### src/design/rtp_hp_pkg.sv
`timescale 1ns / 1ps
`default_nettype none

package rtp_hp_pkg;

  // Packet size limits
  localparam int unsigned MaxPacketBytes   = 65535;
  localparam int unsigned FixedHeaderBytes = 12;

  // Header byte zero fields, and the payload type mask for header byte one
  localparam logic [7:0] VersionMask = 8'hC0;
  localparam logic [7:0] VersionTwo  = 8'h80;
  localparam logic [7:0] PadBit      = 8'h20;
  localparam logic [7:0] ExtBit      = 8'h10;
  localparam logic [7:0] CcMask      = 8'h0F;
  localparam logic [7:0] PtMask      = 8'h7F;

  // Internal width of the payload offset sum before saturation
  localparam int unsigned OffW = 19;

  typedef enum logic [2:0] {
    ST_OK        = 3'd0,
    ST_SHORT     = 3'd1,
    ST_PAD_LARGE = 3'd2,
    ST_BAD_VER   = 3'd3,
    ST_TOO_LONG  = 3'd4
  } status_e;

  typedef struct packed {
    logic [7:0] data_byte;
    logic       last_byte;
  } byte_item_t;

  typedef struct packed {
    logic        marker;
    logic [6:0]  payload_type;
    logic        padding_flag;
    logic        extension_flag;
    logic [3:0]  csrc_count;
    logic [15:0] sequence_number;
    logic [31:0] timestamp;
    logic [31:0] ssrc;
    logic [15:0] payload_offset;
    logic [15:0] payload_length;
    logic [2:0]  status;
  } desc_item_t;

endpackage

`default_nettype wire

### src/design/rtp_hp_byte_if.sv
`timescale 1ns / 1ps
`default_nettype none

interface rtp_hp_byte_if
  import rtp_hp_pkg::*;
();
  logic       valid;
  logic       ready;
  byte_item_t payload;

  modport source (output valid, output payload, input ready);
  modport sink (input valid, input payload, output ready);
endinterface

`default_nettype wire

### src/design/rtp_hp_desc_if.sv
`timescale 1ns / 1ps
`default_nettype none

interface rtp_hp_desc_if
  import rtp_hp_pkg::*;
();
  logic       valid;
  logic       ready;
  desc_item_t payload;

  modport source (output valid, output payload, input ready);
  modport sink (input valid, input payload, output ready);
endinterface

`default_nettype wire

### src/design/rtp_header_parser.sv
`timescale 1ns / 1ps
`default_nettype none

// Channel   Dir  Item                         Fields
// byte_if   in   one packet byte              data_byte, last_byte
// desc_if   out  one descriptor per packet    header fields, offset, length, status
//
// One byte is taken per cycle, back to back, while byte_if.ready is high. The edge that
// takes the last byte loads the packet snapshot register; the output register is then
// loaded from the offset/length/status logic when it is free and offers the descriptor.
// Reset clears the per-packet state and both valid flags.
// A stalled descriptor holds the output register; bytes keep flowing until the
// snapshot register is also full, then byte_if.ready drops.

module rtp_header_parser
  import rtp_hp_pkg::*;
#(
  parameter int unsigned MAX_PACKET_BYTES = MaxPacketBytes
) (
  input  wire           clk_i,
  input  wire           rst_ni,
  rtp_hp_byte_if.sink   byte_if,
  rtp_hp_desc_if.source desc_if
);

  // Per-packet state
  logic [15:0] byte_count_q, byte_count_d;
  logic [7:0]  hdr0_q, hdr0_d;
  logic [7:0]  hdr1_q, hdr1_d;
  logic [15:0] seq_q, seq_d;
  logic [31:0] ts_q, ts_d;
  logic [31:0] ssrc_q, ssrc_d;
  logic [15:0] ext_q, ext_d;
  logic        ovf_q, ovf_d;

  // Snapshot stage
  logic        snap_valid_q;
  logic [15:0] snap_len_q;
  logic [7:0]  snap_hdr0_q;
  logic [7:0]  snap_hdr1_q;
  logic [15:0] snap_seq_q;
  logic [31:0] snap_ts_q;
  logic [31:0] snap_ssrc_q;
  logic [15:0] snap_ext_q;
  logic        snap_ovf_q;
  logic [7:0]  snap_last_q;

  // Output register
  logic       out_valid_q;
  desc_item_t out_q;

  logic       out_free, snap_free, byte_acc, last_acc;
  logic [7:0] b;
  logic [15:0] ext_pos;

  assign out_free  = !out_valid_q || desc_if.ready;
  assign snap_free = !snap_valid_q || out_free;
  assign byte_if.ready = snap_free;
  assign byte_acc  = byte_if.valid && snap_free;
  assign last_acc  = byte_acc && byte_if.payload.last_byte;
  assign b         = byte_if.payload.data_byte;
  assign ext_pos   = 16'(FixedHeaderBytes) + {10'd0, hdr0_q[3:0], 2'b00} + 16'd2;

  // Capture header bytes by position, count bytes up to the limit
  always_comb begin
    hdr0_d = hdr0_q;
    hdr1_d = hdr1_q;
    seq_d  = seq_q;
    ts_d   = ts_q;
    ssrc_d = ssrc_q;
    ext_d  = ext_q;
    if (byte_count_q == 16'd0) begin
      hdr0_d = b;
    end else if (byte_count_q == 16'd1) begin
      hdr1_d = b;
    end else if (byte_count_q < 16'd4) begin
      seq_d = {seq_q[7:0], b};
    end else if (byte_count_q < 16'd8) begin
      ts_d = {ts_q[23:0], b};
    end else if (byte_count_q < 16'(FixedHeaderBytes)) begin
      ssrc_d = {ssrc_q[23:0], b};
    end else if (byte_count_q == ext_pos || byte_count_q == ext_pos + 16'd1) begin
      ext_d = {ext_q[7:0], b};
    end
    if (byte_count_q >= 16'(MAX_PACKET_BYTES)) begin
      ovf_d        = 1'b1;
      byte_count_d = byte_count_q;
    end else begin
      ovf_d        = ovf_q;
      byte_count_d = byte_count_q + 16'd1;
    end
  end

  // Advance per-packet state, clear it after the last byte
  always_ff @(posedge clk_i or negedge rst_ni) begin
    if (!rst_ni) begin
      byte_count_q <= '0;
      hdr0_q       <= '0;
      hdr1_q       <= '0;
      seq_q        <= '0;
      ts_q         <= '0;
      ssrc_q       <= '0;
      ext_q        <= '0;
      ovf_q        <= 1'b0;
    end else if (byte_acc) begin
      if (byte_if.payload.last_byte) begin
        byte_count_q <= '0;
        hdr0_q       <= '0;
        hdr1_q       <= '0;
        seq_q        <= '0;
        ts_q         <= '0;
        ssrc_q       <= '0;
        ext_q        <= '0;
        ovf_q        <= 1'b0;
      end else begin
        byte_count_q <= byte_count_d;
        hdr0_q       <= hdr0_d;
        hdr1_q       <= hdr1_d;
        seq_q        <= seq_d;
        ts_q         <= ts_d;
        ssrc_q       <= ssrc_d;
        ext_q        <= ext_d;
        ovf_q        <= ovf_d;
      end
    end
  end

  // Snapshot the finished packet on its last byte
  always_ff @(posedge clk_i or negedge rst_ni) begin
    if (!rst_ni) begin
      snap_valid_q <= 1'b0;
    end else if (snap_free) begin
      snap_valid_q <= last_acc;
    end
  end

  always_ff @(posedge clk_i) begin
    if (last_acc) begin
      snap_len_q  <= byte_count_d;
      snap_hdr0_q <= hdr0_d;
      snap_hdr1_q <= hdr1_d;
      snap_seq_q  <= seq_d;
      snap_ts_q   <= ts_d;
      snap_ssrc_q <= ssrc_d;
      snap_ext_q  <= ext_d;
      snap_ovf_q  <= ovf_d;
      snap_last_q <= b;
    end
  end

  // Work out offset, padding, length and status
  logic            padf, extf;
  logic [OffW-1:0] off, pad, len, off_pad;
  status_e         status;
  logic [OffW-1:0] plen;
  desc_item_t      desc_d;

  always_comb begin
    padf    = (snap_hdr0_q & PadBit) != 8'd0;
    extf    = (snap_hdr0_q & ExtBit) != 8'd0;
    len     = OffW'(snap_len_q);
    pad     = padf ? OffW'(snap_last_q) : '0;
    off     = OffW'(FixedHeaderBytes) + OffW'({snap_hdr0_q[3:0], 2'b00});
    if (extf) begin
      off = off + OffW'(4) + OffW'({snap_ext_q, 2'b00});
    end
    off_pad = off + pad;

    if (snap_ovf_q) begin
      status = ST_TOO_LONG;
    end else if (len < OffW'(FixedHeaderBytes)) begin
      status = ST_SHORT;
    end else if ((snap_hdr0_q & VersionMask) != VersionTwo) begin
      status = ST_BAD_VER;
    end else if (len < off) begin
      status = ST_SHORT;
    end else if (padf && (pad >= len - OffW'(FixedHeaderBytes) || off_pad > len)) begin
      status = ST_PAD_LARGE;
    end else begin
      status = ST_OK;
    end

    if (status == ST_OK && len > off_pad) begin
      plen = len - off_pad;
    end else begin
      plen = '0;
    end

    desc_d.marker          = snap_hdr1_q[7];
    desc_d.payload_type    = snap_hdr1_q[6:0] & PtMask[6:0];
    desc_d.padding_flag    = padf;
    desc_d.extension_flag  = extf;
    desc_d.csrc_count      = snap_hdr0_q[3:0] & CcMask[3:0];
    desc_d.sequence_number = snap_seq_q;
    desc_d.timestamp       = snap_ts_q;
    desc_d.ssrc            = snap_ssrc_q;
    desc_d.payload_offset  = (off > OffW'(16'hFFFF)) ? 16'hFFFF : off[15:0];
    desc_d.payload_length  = plen[15:0];
    desc_d.status          = status;
  end

  // Hold the descriptor until it is taken
  always_ff @(posedge clk_i or negedge rst_ni) begin
    if (!rst_ni) begin
      out_valid_q <= 1'b0;
    end else if (out_free) begin
      out_valid_q <= snap_valid_q;
    end
  end

  always_ff @(posedge clk_i) begin
    if (out_free && snap_valid_q) begin
      out_q <= desc_d;
    end
  end

  assign desc_if.valid   = out_valid_q;
  assign desc_if.payload = out_q;

  // Checks
  a_count_limit: assert property (@(posedge clk_i) disable iff (!rst_ni)
    byte_count_q <= 16'(MAX_PACKET_BYTES))
    else $error("byte count past limit");

  a_clear_after_last: assert property (@(posedge clk_i) disable iff (!rst_ni)
    last_acc |=> (byte_count_q == 16'd0 && !ovf_q))
    else $error("packet state not cleared after last byte");

  a_bad_no_length: assert property (@(posedge clk_i) disable iff (!rst_ni)
    (out_valid_q && out_q.status != ST_OK) |-> out_q.payload_length == 16'd0)
    else $error("payload length on a flagged packet");

  a_snap_to_out: assert property (@(posedge clk_i) disable iff (!rst_ni)
    (snap_valid_q && out_free) |=> out_valid_q)
    else $error("snapshot lost on its way to output");

endmodule

`default_nettype wire
### src/flat_wrapper.sv
// flat-port wrapper written by rule: the top's interface ports become plain ports
module rtp_header_parser_flat import rtp_hp_pkg::*;
#(
  parameter int unsigned MAX_PACKET_BYTES = MaxPacketBytes
)
  (clk_i, rst_ni, byte_if_valid, byte_if_payload, byte_if_ready, desc_if_valid, desc_if_payload, desc_if_ready);
  rtp_hp_byte_if byte_if_i ();
  rtp_hp_desc_if desc_if_i ();
  input  wire clk_i;
  input  wire rst_ni;
  input wire logic [$bits(byte_if_i.valid)-1:0] byte_if_valid;
  input wire logic [$bits(byte_if_i.payload)-1:0] byte_if_payload;
  output wire logic [$bits(byte_if_i.ready)-1:0] byte_if_ready;
  output wire logic [$bits(desc_if_i.valid)-1:0] desc_if_valid;
  output wire logic [$bits(desc_if_i.payload)-1:0] desc_if_payload;
  input wire logic [$bits(desc_if_i.ready)-1:0] desc_if_ready;
  assign byte_if_i.valid = byte_if_valid;
  assign byte_if_i.payload = byte_if_payload;
  assign byte_if_ready = byte_if_i.ready;
  assign desc_if_valid = desc_if_i.valid;
  assign desc_if_payload = desc_if_i.payload;
  assign desc_if_i.ready = desc_if_ready;
  rtp_header_parser #(.MAX_PACKET_BYTES(MAX_PACKET_BYTES)) u_core (.clk_i(clk_i), .rst_ni(rst_ni), .byte_if(byte_if_i), .desc_if(desc_if_i));
endmodule
### config.mk
export PLATFORM = sky130hd
export DESIGN_NAME = rtp_header_parser_flat
export DESIGN_NICKNAME = d
export VERILOG_FILES = /design/src/design/rtp_hp_pkg.sv /design/src/design/rtp_hp_byte_if.sv /design/src/design/rtp_hp_desc_if.sv /design/src/design/rtp_header_parser.sv /design/src/flat_wrapper.sv
export SDC_FILE = /design/constraint.sdc
export NUM_CORES = 1
export LEC_CHECK = 0
export ABC_AREA = 0
export ABC_CLOCK_PERIOD_IN_PS = 16740
export BUFFER_PORTS_ARGS = -buffer_cell sky130_fd_sc_hd__buf_4
export CORE_AREA = 2 2 294 209
export DETAILED_ROUTE_END_ITERATION = 7
export DIE_AREA = 0 0 296 211
export PLACE_DENSITY = 0.47
export SKIP_LAST_GASP = 1
export SLEW_MARGIN = 20
export SYNTH_ARGS = -nofsm -noshare
export SYNTH_HDL_FRONTEND = slang
export SYNTH_SLANG_ARGS = --single-unit
### constraint.sdc
create_clock -name clk_i -period 16.74 [get_ports clk_i]
set_input_delay 2.511 -clock clk_i [delete_from_list [all_inputs] [get_ports clk_i]]
set_output_delay 2.511 -clock clk_i [all_outputs]
set_load 0.1 [all_outputs]
### Word-level counts from Yosys, hierarchy flattened

Cells that the tools add are included.
Widths: inputs -> output; s select.

* register bits after elaboration: 397
* input bits: 13
* output and inout bits: 131

* add/subtract/negate cells: 10
* order comparisons: 10
* equal/unequal tests: 4
* mux-type cells: 38
* reduce and logical (&&, ||, !) cells: 13

Operator list (count)
* $mux 32: 11
* $mux 16: 13
* $lt 16x4->1 const B: 3
* $mux 8: 6
* $add 16x1->16 const B: 2
* $eq 16x16->1: 2
* $add 19x18->19: 1
* $add 19x3->19 const B: 1
* $add 19x8->19: 1
* $ge 19x19->1: 1
* $gt 16x19->1: 1
* $gt 19x16->1: 1
* $gt 19x16->1 const B: 1
* $lt 16x19->1: 1
* $mux 19: 1
* $sub 16x4->17 const B: 1
* $add 16x2->16 const B: 1
* $eq 16x1->1 const B: 1
* $ge 16x16->1 const B: 1
* $logic_not 16->1: 1
* $lt 16x3->1 const B: 1
* $sub 16x16->16: 1
* $add 4x6->7 const A: 2
* $mux 3: 4
* 7 further kinds: 16

### Logic depth before layout (Yosys ltp)

* depth after elaboration: 15
* gate-level depth with buffers: 29
* gate-level depth less buffers: 27

### Worst setup path after synthesis

No wires, ideal clock.

* path type: input to register
* start: in desc_if_ready
* end: reg u_core.snap_ext_q[0] (enable)
* setup time: 0.637 ns
* arrival: 9.877 ns
* data required time: 16.103 ns
* slack: 6.226 ns
* stages on the path: 5
* path through: nand3b_1 -> nand2_1 -> clkbuf_1 -> clkbuf_1 -> nor2_1

* word-level cells in the longest chain between the ends: 4

RTL lines
* start: declaration: line flat_wrapper.sv:16 `input wire logic [$bits(desc_if_i.ready)-1:0] desc_if_ready;`
* $logic_or 1x1->1: line rtp_header_parser.sv:56 `assign out_free = !out_valid_q || desc_if.ready;`
* $logic_or 1x1->1: line rtp_header_parser.sv:57 `assign snap_free = !snap_valid_q || out_free;`
* $logic_and 1x1->1: line rtp_header_parser.sv:59 `assign byte_acc = byte_if.valid && snap_free;`
* $logic_and 1x1->1: line rtp_header_parser.sv:60 `assign last_acc = byte_acc && byte_if.payload.last_byte;`
* net u_core.last_acc: line rtp_header_parser.sv:52 `logic out_free, snap_free, byte_acc, last_acc;`
* end signal: assignment: line rtp_header_parser.sv:145 `snap_ext_q <= ext_d;`
* end: declaration: line rtp_header_parser.sv:44 `logic [15:0] snap_ext_q;`

The timed path passes the listed nets, and every way through them passes these cells.
A chain may end at the register's enable or synchronous reset.

==> run metrics <==
CP max stage cell edfxtp_1; CTS Sinks 396; routed length per instance 20.0 um; Critical Path RT 17.05 ns; outcome completed; Worst setup EP type flop; syn avg cell area 13.9 um2; Area after DPL 0.0196 mm2; VDD IR max 64.5 uV; Buf/Inv on CP 4; drt drc 0; Die Ht 211 um; Synth Register Bits 396; clock share of power 36.8%; RSZ-0062 raised after global routing false; final setup vio count 0; most common cell after layout, fill and taps aside edfxtp_1; placed insts 2182; cts hold-fix bufs 0; Clock Tree Buf Depth 3; Reg clk slew, reported paths 0.06 ns; Top-Level Pins 144; hold path depth 0; Rel. slew slack 28.4%; most frequent cells in the layout edfxtp_1, buf_4, dfrtp_1; vias in the first global route 11000; max-slew violation total from the final report 0; Setup CP Type flop to flop; first-pass GRT wire length 69300 um; core area 0.0595 mm2; DR vias 11000; PwrDens 124 mW/mm2; layout cells sized above 1 22.4%; vias per cell 4.86; Root Buffer Master clkbuf_16; Cell Count, Final, Fillers Out 2260; Tot Pwr 2.61 mW; worst clock skew 0.0226 ns; PostCTS Resize Cnt 0; CTS tree built; Max H-tree Level 2; TNS Setup 0 ns; largest net degree at the start of global routing 72; Pre-antenna DRT Iters 6; drt total wl 45200 um; Gate Count Post-Synth 1274; Synth Flop Type edfxtp_1; worst slew pin tran 1.07 ns; Largest delay share family, worst path compound AO/OA/AOI/OAI gates; Final Hold Slack 0.417 ns; initial antenna violation count 1; Logic pwr share 19.3%; Post-Syn Nets 1352; sw power 0.799 mW; Tightest Hold Check Type flop to flop; Static Leak 8.61 nW; Worst Setup Slack, final 10.41 ns; Post-CTS Setup Bufs 0; period utilization 37.8%; die area 0.0625 mm2; design area 0.0210 mm2; CP most frequent cell ha_1; Num CTS Buffers 42; number of library cell types mapped by synthesis 74; dpl ws 10.48 ns; Flop pwr share 44.0%; HPWL after DPL 29500 um; Starting DRT DRC Count 745; Antenna Cells 0; Clock Latency Late Sink 0.58 ns; fin util 35.4%; Worst EP arrival 6.65 ns; Period minus WS final 6.33 ns; Final GP Congestion 0.844; Crit path depth 27; number of synthesized flops with an enable pin 265; worst reg2reg path depth 27; CP max stage delay 0.40 ns; Hold Vio Cnt, Final 0; Die Wd 296 um; Post-synth ARST share 33.1%; Tot GR Track Use 14.5%; Power Internal 1.81 mW; startpoint types flop; grt total ovfl 0; synthesis-to-layout area growth 18.8%; Sw Ratio 30.6%; fmax 158 MHz; row count 75; Mapped Area 0.0177 mm2; final net count 1496; crit-path max FO 17; synthesis warning total 0; register area share after synthesis 63.4%; starting density of the core 29.8%; number of max-cap violations 0; Final ANT Viol Nets 0; # port buffers 143
-- cell type report --
| cell class | instances | area [um2] |
|---|---|---|
| Fill cell | 5862 | 38400 |
| Clock inverter | 25 | 277 |
| Timing Repair Buffer | 155 | 1170 |
| Multi-Input combinational cell | 781 | 6060 |
| Clock buffer | 53 | 1140 |
| Inverter | 42 | 158 |
| Sequential cell | 396 | 11200 |
| Tap cell | 808 | 1010 |
-- state kept, by name (all words and copies together) (netlist names) --
name                    flops
u_core.ext_q               16
u_core.ts_q                32
u_core.snap_hdr0_q          8
u_core.ovf_q                1
u_core.snap_valid_q         1
u_core.snap_last_q          8
u_core.desc_if.payload    128
u_core.snap_seq_q          16
u_core.byte_count_q        16
u_core.snap_ts_q           32
u_core.snap_ext_q          16
u_core.desc_if.valid        1
u_core.snap_hdr1_q          8
u_core.seq_q               16
u_core.snap_len_q          16
u_core.ssrc_q              32
u_core.snap_ovf_q           1
u_core.hdr0_q               8
u_core.snap_ssrc_q         32
u_core.hdr1_q               8
-- kinds of logic after synthesis --
| group | count (synthesis) | share of synthesized area [%] |
|---|---|---|
| AOI/OAI and AO/OA | 273 | 11.2 |
| xor gates and xnor gates | 50 | 2.47 |
| adders and majority gates | 65 | 4.72 |
| buffers and inverters | 97 | 2.54 |
| DFF | 396 | 63.4 |
| muxes | 112 | 7.50 |
| and+or+nand+nor | 281 | 8.13 |
-- cell usage after synthesis, types with 4 or more instances --
cell type | number | area [um2]
mux2_2 | 60 | 676
dfrtp_1 | 131 | 3280
a32o_1 | 7 | 70.1
or2_2 | 4 | 25.0
edfxtp_1 | 265 | 7960
mux2_1 | 30 | 338
buf_6 | 8 | 90.1
nor2_1 | 35 | 131
a22o_1 | 91 | 797
o21a_1 | 7 | 52.6
nor2b_1 | 12 | 75.1
buf_4 | 5 | 37.5
nand3_1 | 20 | 100
o211ai_1 | 4 | 30.0
xor2_1 | 23 | 201
o21ai_0 | 56 | 280
nand4_1 | 11 | 68.8
nor3_2 | 4 | 40.0
nand2_1 | 106 | 398
nor4_1 | 6 | 37.5
buf_2 | 5 | 25.0
nor3_1 | 24 | 120
a21o_1 | 15 | 113
a211o_1 | 7 | 61.3
ha_1 | 62 | 776
and3_1 | 11 | 68.8
mux2_4 | 19 | 285
a21oi_1 | 36 | 180
and2_1 | 11 | 68.8
xnor2_1 | 27 | 236
a211oi_1 | 4 | 30.0
nand2b_1 | 13 | 81.3
a31oi_1 | 8 | 50.1
o21ai_1 | 4 | 20.0
clkbuf_1 | 34 | 128
inv_1 | 41 | 154
-- routing by layer --
| metal | GRT usage [%] | up-vias | routed length [um] |
|---|---|---|---|
| li1 | - | 5103 | - |
| met1 | 22.1 | 5562 | 22500 |
| met2 | 21.1 | 262 | 19500 |
| met3 | 2.74 | 58 | 2280 |
| met4 | 3.69 | 0 | 797 |
| met5 | 0 | - | 0 |
-- power by group through the flow --
stage                     registers [mW]  clock network [mW]  logic (mW)
after floorplan                     1.30                   0       0.237
after global placement              1.17                   0       0.503
after detailed placement            1.17                   0       0.504
after CTS                           1.15               0.990       0.507
after global routing                1.15                1.03       0.545
final                               1.15               0.959       0.502
-- path summary, 6_finish.rpt --
kind,startpoint,endpoint,slack (ns)
min in group asynchronous,rst_ni,u_core.hdr1_q[4],1.92
min reg2reg,u_core.snap_ssrc_q[18],u_core.desc_if.payload[53],0.42
max reg2reg,u_core.snap_hdr0_q[0],u_core.desc_if.payload[1],10.41
max,u_core.snap_hdr0_q[0],u_core.desc_if.payload[1],10.41
min,u_core.snap_ssrc_q[18],u_core.desc_if.payload[53],0.42
max in group asynchronous,rst_ni,u_core.ssrc_q[25],13.42
No activity file was read; power rests on OpenSTA's default activity.
